$ cat src/rtl/core/timestamp_grid_match_cost_unit_macros.svh
// Assertion helpers used by tgmc_seq.
`ifndef TIMESTAMP_GRID_MATCH_COST_UNIT_MACROS_SVH
`define TIMESTAMP_GRID_MATCH_COST_UNIT_MACROS_SVH

// Consequent checked in the same cycle as the antecedent.
`define TGMC_ASSERT_SAME(lbl, ck, rn, ante, cons, msg) \
    lbl: assert property (@(posedge ck) disable iff (!rn) (ante) |-> (cons)) \
        else $error(msg);

// Consequent checked in the cycle after the antecedent.
`define TGMC_ASSERT_NEXT(lbl, ck, rn, ante, cons, msg) \
    lbl: assert property (@(posedge ck) disable iff (!rn) (ante) |=> (cons)) \
        else $error(msg);

`endif

$ cat src/rtl/core/tgmc_pkg.sv
package tgmc_pkg;

    localparam int MAX_N = 256;
    localparam int MAX_M = 1024;

    localparam int STAMP_W = 32;
    localparam int COST_W  = 40;
    localparam int GRID_W  = 34;
    localparam int PEN_W   = 16;
    localparam int CNT_W   = $clog2(MAX_N + 1);
    localparam int IDX_W   = $clog2(MAX_N);
    localparam int LEN_W   = $clog2(MAX_M + 2);
    localparam int EXC_W   = LEN_W + PEN_W;

    localparam logic [COST_W-1:0] COST_MAX = {COST_W{1'b1}};

    // register file
    localparam int DATA_W    = 32;
    localparam int ADDR_W    = 4;
    localparam int REG_IDX_W = ADDR_W - 2;

    localparam logic [REG_IDX_W-1:0] REG_INTERVAL       = REG_IDX_W'(0);
    localparam logic [REG_IDX_W-1:0] REG_START_POINT    = REG_IDX_W'(1);
    localparam logic [REG_IDX_W-1:0] REG_ADD_PENALTY    = REG_IDX_W'(2);
    localparam logic [REG_IDX_W-1:0] REG_DELETE_PENALTY = REG_IDX_W'(3);

    typedef struct packed {
        logic [PEN_W-1:0]   interval;
        logic [STAMP_W-1:0] start_point;
        logic [PEN_W-1:0]   add_penalty;
        logic [PEN_W-1:0]   delete_penalty;
    } cfg_t;

    typedef struct packed {
        logic dist_en;
        logic sum_en;
    } cell_ctl_t;

    typedef struct packed {
        logic              valid;
        logic [COST_W-1:0] cost;
        logic [LEN_W-1:0]  len;
        logic              limit;
    } result_t;

    function automatic logic [COST_W-1:0] sat_add(input logic [COST_W-1:0] a,
                                                  input logic [COST_W-1:0] b);
        logic [COST_W:0] s;
        s = {1'b0, a} + {1'b0, b};
        return s[COST_W] ? COST_MAX : s[COST_W-1:0];
    endfunction

endpackage

$ cat src/rtl/core/tgmc_regs.sv
module tgmc_regs (
    input  logic                          clk,
    input  logic                          rst_n,
    input  logic                          psel,
    input  logic                          penable,
    input  logic                          pwrite,
    input  logic [tgmc_pkg::ADDR_W-1:0]   paddr,
    input  logic [tgmc_pkg::DATA_W-1:0]   pwdata,
    output logic [tgmc_pkg::DATA_W-1:0]   prdata,
    output logic                          pready,
    output tgmc_pkg::cfg_t                cfg
);
    import tgmc_pkg::*;

    cfg_t                 cfg_reg;
    logic                 wr_en;
    logic [REG_IDX_W-1:0] reg_idx;

    assign pready  = 1'b1;
    assign wr_en   = psel && penable && pwrite && pready;
    assign reg_idx = paddr[ADDR_W-1:2];
    assign cfg     = cfg_reg;

    always_ff @(posedge clk or negedge rst_n)
    begin
        if (!rst_n)
        begin
            cfg_reg.interval       <= PEN_W'(1);
            cfg_reg.start_point    <= '0;
            cfg_reg.add_penalty    <= PEN_W'(100);
            cfg_reg.delete_penalty <= PEN_W'(100);
        end
        else if (wr_en)
        begin
            unique case (reg_idx)
                REG_INTERVAL:       cfg_reg.interval       <= pwdata[PEN_W-1:0];
                REG_START_POINT:    cfg_reg.start_point    <= pwdata[STAMP_W-1:0];
                REG_ADD_PENALTY:    cfg_reg.add_penalty    <= pwdata[PEN_W-1:0];
                REG_DELETE_PENALTY: cfg_reg.delete_penalty <= pwdata[PEN_W-1:0];
            endcase
        end
    end

    always_comb
    begin
        unique case (reg_idx)
            REG_INTERVAL:       prdata = DATA_W'(cfg_reg.interval);
            REG_START_POINT:    prdata = DATA_W'(cfg_reg.start_point);
            REG_ADD_PENALTY:    prdata = DATA_W'(cfg_reg.add_penalty);
            REG_DELETE_PENALTY: prdata = DATA_W'(cfg_reg.delete_penalty);
        endcase
    end

endmodule

$ cat config.mk
export PLATFORM = sky130hd
export DESIGN_NAME = tgmc_regs
export DESIGN_NICKNAME = d
export VERILOG_FILES = /design/src/rtl/core/timestamp_grid_match_cost_unit_macros.svh /design/src/rtl/core/tgmc_pkg.sv /design/src/rtl/core/tgmc_regs.sv
export SDC_FILE = /design/constraint.sdc
export NUM_CORES = 1
export LEC_CHECK = 0
export ABC_AREA = 0
export BUFFER_PORTS_ARGS = -buffer_cell sky130_fd_sc_hd__buf_2
export CORE_AREA = 2 2 87 89
export CTS_CLUSTER_SIZE = 14
export DETAILED_ROUTE_END_ITERATION = 10
export DIE_AREA = 0 0 89 91
export PLACE_DENSITY = 0.83
export RECOVER_POWER = 50
export SYNTH_ARGS = -nofsm -noshare
export SYNTH_HDL_FRONTEND = slang
export SYNTH_SLANG_ARGS = --single-unit
export TNS_END_PERCENT = 30
$ cat constraint.sdc
create_clock -name clk -period 3.8 [get_ports clk]
set_clock_uncertainty 0.05 [all_clocks]
set_input_delay 0.38 -clock clk [delete_from_list [all_inputs] [get_ports clk]]
set_output_delay 0.38 -clock clk [all_outputs]
set_load 0.05 [all_outputs]
# Word-level counts from Yosys, hierarchy flattened
# Index checks and enable logic that the tools add are counted.
dict set report word_totals {
  reg_bits 80
  input_bits 41
  output_inout_bits 113
}
dict set report op_classes {
  eq_ne 3
  n_mux 1
  n_reduce_logical 7
}
# cell count
set op_table {}
lappend op_table {{case mux 32 bit (4 select lines)} 1}
lappend op_table {{AND reduction 2 bit} 4}
lappend op_table {{equality test 2 bit (second input constant)} 2}
lappend op_table {{equality test 2 x 1 -> 1 bit (second input constant)} 1}
lappend op_table {{logical AND 1 bit} 2}
lappend op_table {{logical NOT 2 bit} 1}

# Longest topological paths before layout
# Gate-level depths: netlist of run 1.
dict set report logic_depth {
  depth_word 3
  ltp_mapped 5
  depth_no_buf 3
}

# Worst setup path before layout of run 1
# Ideal clock, no wire load.
dict set report synth_path {
  kind {input-to-output}
  from {input paddr[2] (netlist name)}
  to {output prdata[0] (netlist name)}
  arrival_ps 1555
  slack_ps 1815
  stages 3
  cell_sequence {buf_4 > buf_2 > mux4_2}
}
dict set report synth_via {
  elab_chain_len 2
  word_cells_on_any_way 5
  cone_classes {eq/ne: 3; mux: 1; reduce/logical: 1}
}
# item line
set synth_lines {}
lappend synth_lines {{start: declaration} tgmc_regs.sv:7} ;# input logic [tgmc_pkg::ADDR_W-1:0] paddr,
lappend synth_lines {{equality test 2 bit (tied with other cells)} tgmc_regs.sv:46} ;# unique case (reg_idx)
lappend synth_lines {{case mux 32 bit (4 select lines) *} tgmc_regs.sv:46}
lappend synth_lines {{end: declaration} tgmc_regs.sv:9} ;# output logic [tgmc_pkg::DATA_W-1:0] prdata,
# Every way passes the cells marked *; elsewhere a longest branch is shown, timed or not.

# Worst setup path after layout of run 1
dict set report layout_path {
  from {input paddr[2] (netlist name)}
  to {output prdata[21] (netlist name)}
}
# The elaborated chain is that of the path after synthesis.

==> metrics.txt, run 1 <==
Area Overhead vs Synth=26.59%; IO Pins=154; failing checks=capacitance limit, slew limit; Sw Ratio=47.78%; PortBufs=150; RSZ-0062 raised after global routing=false; postcts setup bufs=0; P_sw=1.618 mW; Reg power frac=35.7%; largest cells by area after synthesis=dfrtp_1 (51%), mux2_2 (22%), mux4_2 (10%), dfstp_2 (5.2%), mux2_4 (4.2%); FF+latch area=2011 um^2; Synth Area in Compound Gates=0%; first-pass GRT wire length=12,680 um; Die Ht=91 um; RePlAce Congestion=0.7339; Final ANT Viol Nets=0; Slew headroom=-29.16%; Die ar.=8099 um^2; vias in the first global route=2,389; power per cell area=749.1 nW/um^2; internal cell power=1.768 mW; TritonCTS clock tree=built; Cell variety after synth=19; fillers=599; Clk pwr share=18.5%; TritonCTS Sinks=80; layout cell share with drive strength beyond 1=59.35%; CTS clk-pin slew, worst paths=0.08 ns; DP HPWL=5674 um; simple logic cell fraction of the synthesized area=4.415%; Detailed Route WL=8230 um; CP required=3.37 ns; DRT iter0 DRCs=70; via/cell ratio=5.212; H-tree levels=3; drt pass-1 iters=4; area of the multi-input gates=1473 um^2; Setup violations, final=0; maximum number of pins on one net before global-route repair=81; Post-route DRC=0; XOR/XNOR share of the synthesized area=0%; syn_nets=254; Yosys top cell area share=51.16%; Setup crit end kind=output pin; pre-CTS WS=1.138 ns; Gate Count Post-Synth=213; Final Hold Fails=0; max FFs per register=80; DR vias=2,439; Tot GR Track Use=20.60%; Slew @ Worst Pin=1.937 ns; fin worst setup slack=1.203 ns; cts bufs inserted=9; count leader, synth=dfrtp_1; largest family of logic cells by synthesized area=multiplexers; YS warnings=0; Final Critical Period=2.597 ns; Synth Flop Type=dfrtp_1; Yosys top cell by area=dfrtp_1; Hold WS=0.2176 ns; Core ar.=7137 um^2; initial core utilization=50.04%; Worst Path Arrival=2.17 ns; syn_area_per_cell=16.76 um^2; status=finished with violations; multiplexer share of the synthesized area=36.37%; Post-CTS Hold Buffers=0; die width=89 um; Wirelength per Cell=17.59 um; Setup TNS Final=0 ns; sequential fraction of the synthesis area=56.31%; post-CTS sizing=0; number of flops mapped to enable cells by yosys=0; Hold/Removal Path Class=primary input to flop; clk root buf=clkbuf_8; VDD IR-drop max=0.4441 mV; Max-Cap Viols=1; max-slew violation count=81; top cells by count, synth=dfrtp_1 (73), mux2_2 (70), and2_1 (16), mux4_2 (16), mux2_4 (10); FMAX=0.3851 GHz; Synth Register Bits=80; worst-skew pair later-pin latency=0.34 ns; antenna diode count=0; adder-cell share of the synthesized area=0%; post-route clock period utilization=68.34%; Row Count=31; Design Power=3.386 mW; initial antenna violation count=0; leak pwr=2.114 nW; gr ovfl total=0; Mapped Area=3571 um^2; Worst Setup Start Kind=primary input; crit path kind=primary input to output pin; combinational share of power=45.8%; fin nets=405; clock tree buffer depth=2; CP Max Fanout=21; ys async rst share=100.0%
[power groups by stage]
stage	Combinational [mW]	Sequential, mW	Clock [mW]
2_1_floorplan	0.530	1.91	0
3_3_place_gp	1.58	1.20	0
3_5_place_dp	1.60	1.22	0
4_1_cts	1.60	1.21	0.636
5_1_grt	1.61	1.24	0.677
6_report	1.55	1.21	0.626
[worst paths after layout]
| kind | from | end | slack, ns | cells after the start |
|---|---|---|---|---|
| setup / recovery | paddr[2] | prdata[21] | 1.20 | 4 |
| hold / removal | pwdata[24] | cfg[56] | 0.22 | 2 |
| setup reg to reg | cfg[78] | cfg[78] | 2.95 | 1 |
| hold reg to reg | cfg[56] | cfg[56] | 0.48 | 1 |
| max in group asynchronous | rst_n | cfg[61] | 2.05 | 1 |
| min in group asynchronous | rst_n | cfg[17] | 0.53 | 1 |
[cell families (layout without fill, tap and decap cells)]
| group | Yosys count | count (layout) |
|---|---|---|
| other cells | 1 | 1 |
| flops | 80 | 80 |
| mux | 96 | 96 |
| buf+inv | 13 | 169 |
| simple gates | 23 | 23 |
[critical path, cell delays in order]
cell,delay (ns)
buf_2,0.57
nor2b_1,0.72
and2_1,0.22
buf_2,0.26
[metrics by stage]
| step | utilization [%] | instances | instance area (um^2) |
|---|---|---|---|
| after CTS | 64.36 | 468 | 4593 |
| after global placement | 61.59 | 452 | 4395 |
| after global routing | 63.34 | 468 | 4521 |
| final | 63.34 | 468 | 4521 |
| after floorplan | - | 213 | 3571 |
| after detailed placement | 61.59 | 452 | 4395 |
[layer usage]
layer,vias to the layer above,share of wire [%],track usage [%]
met5,-,0,0
met3,10,8.1,5.818
li1,1086,-,-
met4,0,1.1,6.219
met1,1232,42,26.67
met2,111,49,33.58
[layout by cell type (no fill, tap or decap), drive strengths merged]
master,instances
nor2,1
bufinv,1
nand3,1
clkinvlp,1
mux4,16
nor3b,1
or3b,1
and2,16
dfrtp,73
dfstp,7
buf,96
conb,1
clkbuf,68
nand2,1
clkinv,3
nor2b,1
nor3,1
mux2,80
[area by class of cell]
type / count / share of cell area [%]
clock buffer: 11 / 3.128
clock inverter: 5 / 1.246
multi-input combinational: 120 / 32.58
sequential: 80 / 44.48
tap: 99 / 2.740
timing repair buffer: 153 / 15.83
Note: power is estimated with default switching activity, not from simulation.
==> run 2: changes to the inputs <==
--- a/config.mk
+++ b/config.mk
@@ -5,13 +5,13 @@
 export SDC_FILE = /design/constraint.sdc
 export NUM_CORES = 1
 export LEC_CHECK = 0
-export ABC_AREA = 0
+export ABC_AREA = 1
 export BUFFER_PORTS_ARGS = -buffer_cell sky130_fd_sc_hd__buf_2
-export CORE_AREA = 2 2 87 89
+export CORE_AREA = 2 2 96 98
 export CTS_CLUSTER_SIZE = 14
 export DETAILED_ROUTE_END_ITERATION = 10
-export DIE_AREA = 0 0 89 91
-export PLACE_DENSITY = 0.83
+export DIE_AREA = 0 0 98 100
+export PLACE_DENSITY = 0.76
 export RECOVER_POWER = 50
 export SYNTH_ARGS = -nofsm -noshare
 export SYNTH_HDL_FRONTEND = slang
==> constraint.sdc (replaced) <==
create_clock -name clk -period 2.2 [get_ports clk]
set_clock_uncertainty 0.05 [all_clocks]
set_input_delay 0.22 -clock clk [delete_from_list [all_inputs] [get_ports clk]]
set_output_delay 0.22 -clock clk [all_outputs]
set_load 0.05 [all_outputs]
==> metrics.txt, run 2 <==
clock tree buffer depth=2 (unchanged); fin nets=662 (+63%); Final Hold Fails=0 (unchanged); TritonCTS Sinks=80 (unchanged); adder-cell share of the synthesized area=0% (unchanged); DP HPWL=7189 um (+27%); max FFs per register=80 (unchanged); Gate Count Post-Synth=480 (+130%); simple logic cell fraction of the synthesized area=39.64% (+35 points); RSZ-0062 raised after global routing=false; Wirelength per Cell=14.28 um (-19%); Sw Ratio=49.15% (+1.4 points); count leader, synth=nand2_1; multiplexer share of the synthesized area=0% (-36 points); cts bufs inserted=9 (unchanged); post-route clock period utilization=80.02%; drt pass-1 iters=4 (unchanged); TritonCTS clock tree=built; Core ar.=8890 um^2 (+25%); Area Overhead vs Synth=23.80%; Post-route DRC=0 (unchanged); combinational share of power=42.9% (-2.9 points); Synth Register Bits=80 (unchanged); P_sw=2.609 mW (+61%); initial antenna violation count=0 (unchanged); initial core utilization=42.58% (-7.5 points); via/cell ratio=4.906 (-5.9%); Setup crit end kind=flop; DR vias=3,616 (+48%); Mapped Area=3785 um^2 (+6.0%); Detailed Route WL=10,530 um (+28%); largest cells by area after synthesis=dfrtp_1 (48%), nand2_1 (26%), nand3_1 (6.3%), dfstp_2 (4.9%), nand4_1 (2.6%); CP required=2.44 ns (-0.93 ns); status=finished clean; Hold/Removal Path Class=primary input to flop; leak pwr=2.665 nW (+26%); max-slew violation count=0 (-100%); FMAX=0.5680 GHz; first-pass GRT wire length=16,830 um (+33%); CTS clk-pin slew, worst paths=0.08 ns (about the same); Synth Flop Type=dfrtp_1; Setup TNS Final=0 ns (unchanged); gr ovfl total=0 (unchanged); IO Pins=154 (unchanged); internal cell power=2.699 mW (+53%); most frequent cells in the layout=nand2_1 (259), buf_2 (126), dfrtp_1 (73); antenna diode count=0 (unchanged); Clk pwr share=18.5% (about the same); PortBufs=150 (unchanged); Yosys top cell area share=48.26% (-2.9 points); FF+latch area=2011 um^2 (unchanged); vias in the first global route=3,460 (+45%); Final Critical Period=1.760 ns; Yosys top cell by area=dfrtp_1; top cells by count, synth=nand2_1 (258), dfrtp_1 (73), nand3_1 (48); Die ar.=9800 um^2 (+21%); power per cell area=1133 nW/um^2 (+51%); Slew @ Worst Pin=1.348 ns (-0.5891 ns); fillers=863 (+44%); clk root buf=clkbuf_8; layout cell share with drive strength beyond 1=26.68% (-33 points); Cell variety after synth=19 (unchanged); number of flops mapped to enable cells by yosys=0 (unchanged); Synth Area in Compound Gates=0% (unchanged); CP Max Fanout=18 (-14%); area of the multi-input gates=1486 um^2 (+0.94%); Max-Cap Viols=0 (-1); crit path kind=primary input to flop; ys async rst share=100.0% (unchanged); die width=98 um (+10%); Die Ht=100 um (+9.9%); sequential fraction of the synthesis area=53.12% (-3.2 points); worst-skew pair later-pin latency=0.34 ns (about the same); postcts setup bufs=0 (unchanged); syn_area_per_cell=7.885 um^2 (-53%); fin worst setup slack=0.4396 ns (-0.7635 ns); maximum number of pins on one net before global-route repair=46 (-43%); pre-CTS WS=0.3352 ns (-0.8032 ns); DRT iter0 DRCs=134 (+91%); H-tree levels=3 (unchanged); VDD IR-drop max=0.4829 mV (+8.7%); Reg power frac=38.6% (+2.9 points); Row Count=35 (+13%); syn_nets=521 (+110%); YS warnings=0 (unchanged); largest family of logic cells by synthesized area=simple AND/OR/NAND/NOR gates; Worst Path Arrival=2.00 ns (-0.17 ns); commonest non-fill, non-tap cell in the layout=nand2_1; Tot GR Track Use=21.94% (+1.3 points); Worst Setup Start Kind=primary input; Slew headroom=9.778% (+39 points); Setup violations, final=0 (unchanged); XOR/XNOR share of the synthesized area=0% (unchanged); Final ANT Viol Nets=0 (unchanged); RePlAce Congestion=0.8362 (+14%)
[run 2: changes by cell type after synthesis, moves of 6 or more]
cell     previous run  this run
and2_1             16         0
nand3_1             0        48
buf_4               4        10
nor2_1              0        16
nand4_1             0        16
mux2_2             70         0
inv_1               0        19
nand2_1             1       258
mux4_2             16         0
mux2_4             10         0
nor2_4              0         6
[run 2: path summary, 6_finish.rpt]
path / startpoint / to / slack (ns) / cells after the start
worst max-delay path: paddr[2] / cfg[26] / 0.44 / 6
worst min-delay path: pwdata[18] / cfg[50] / 0.02 / 3
max in group asynchronous: rst_n / cfg[18] / 0.81 / 3
min in group asynchronous: rst_n / cfg[19] / 0.49 / 2
worst min register to register: cfg[18] / cfg[18] / 0.42 / 2
worst max register to register: cfg[2] / cfg[2] / 1.41 / 2
[run 2: stage by stage]
| stage | utilization, % | cells | hold WS [ns] | instance area [um^2] | total power [mW] |
|---|---|---|---|---|---|
| 6_report | 52.71 | 737 | 0.02134 | 4686 | 5.308 |
| 5_1_grt | 52.71 | 737 | 0.009244 | 4686 | 5.579 |
| 4_1_cts | 53.26 | 737 | 0.004201 | 4735 | 5.376 |
| 3_5_place_dp | 51.06 | 720 | 0.1530 | 4539 | 4.383 |
| 3_3_place_gp | 51.06 | 720 | 0.1480 | 4539 | 4.341 |
| 2_1_floorplan | - | 480 | -0.1256 | 3785 | 3.791 |
[run 2: area by class of cell]
cell class                 instances  area share [%]
multi-input combinational        353           31.72
timing repair buffer             155           16.53
sequential                        80           42.91
inverter                          22           1.923
tap                              111           2.964
clock inverter                     4          0.6409
clock buffer                      12           3.311
[run 2: metal layers]
metal	track usage, %	vias to the layer above	wire, um
met5	0	-	0
met4	10.26	0	194
met3	4.735	17	1032
met2	36.83	178	4986
met1	27.25	1650	4312
li1	-	1771	-
[run 2: cells by family after synthesis]
family / after synthesis
simple gates: 352
other cells: 1
flops: 80
buf+inv: 47
[run 2: critical path, cell delays in order]
cell     delay, ns
buf_2         0.16
inv_4         0.22
nand2_1       0.11
nor2_1        1.03
nand2_1       0.12
nand2_1       0.12
[run 2: power groups by stage]
stage | combinational [mW] | sequential [mW] | clock, mW
global route | 2.41 | 2.09 | 1.09
CTS | 2.32 | 2.04 | 1.01
detailed placement | 2.32 | 2.06 | 0
global placement | 2.29 | 2.05 | 0
floorplan | 0.693 | 3.10 | 0
finish | 2.28 | 2.05 | 0.984
[run 2: timing repair]
item                       4_1_cts  5_1_grt
gates resized for setup          0        0
hold endpoints to repair        34        0
setup endpoints to repair        0        0
hold buffers                     1        0
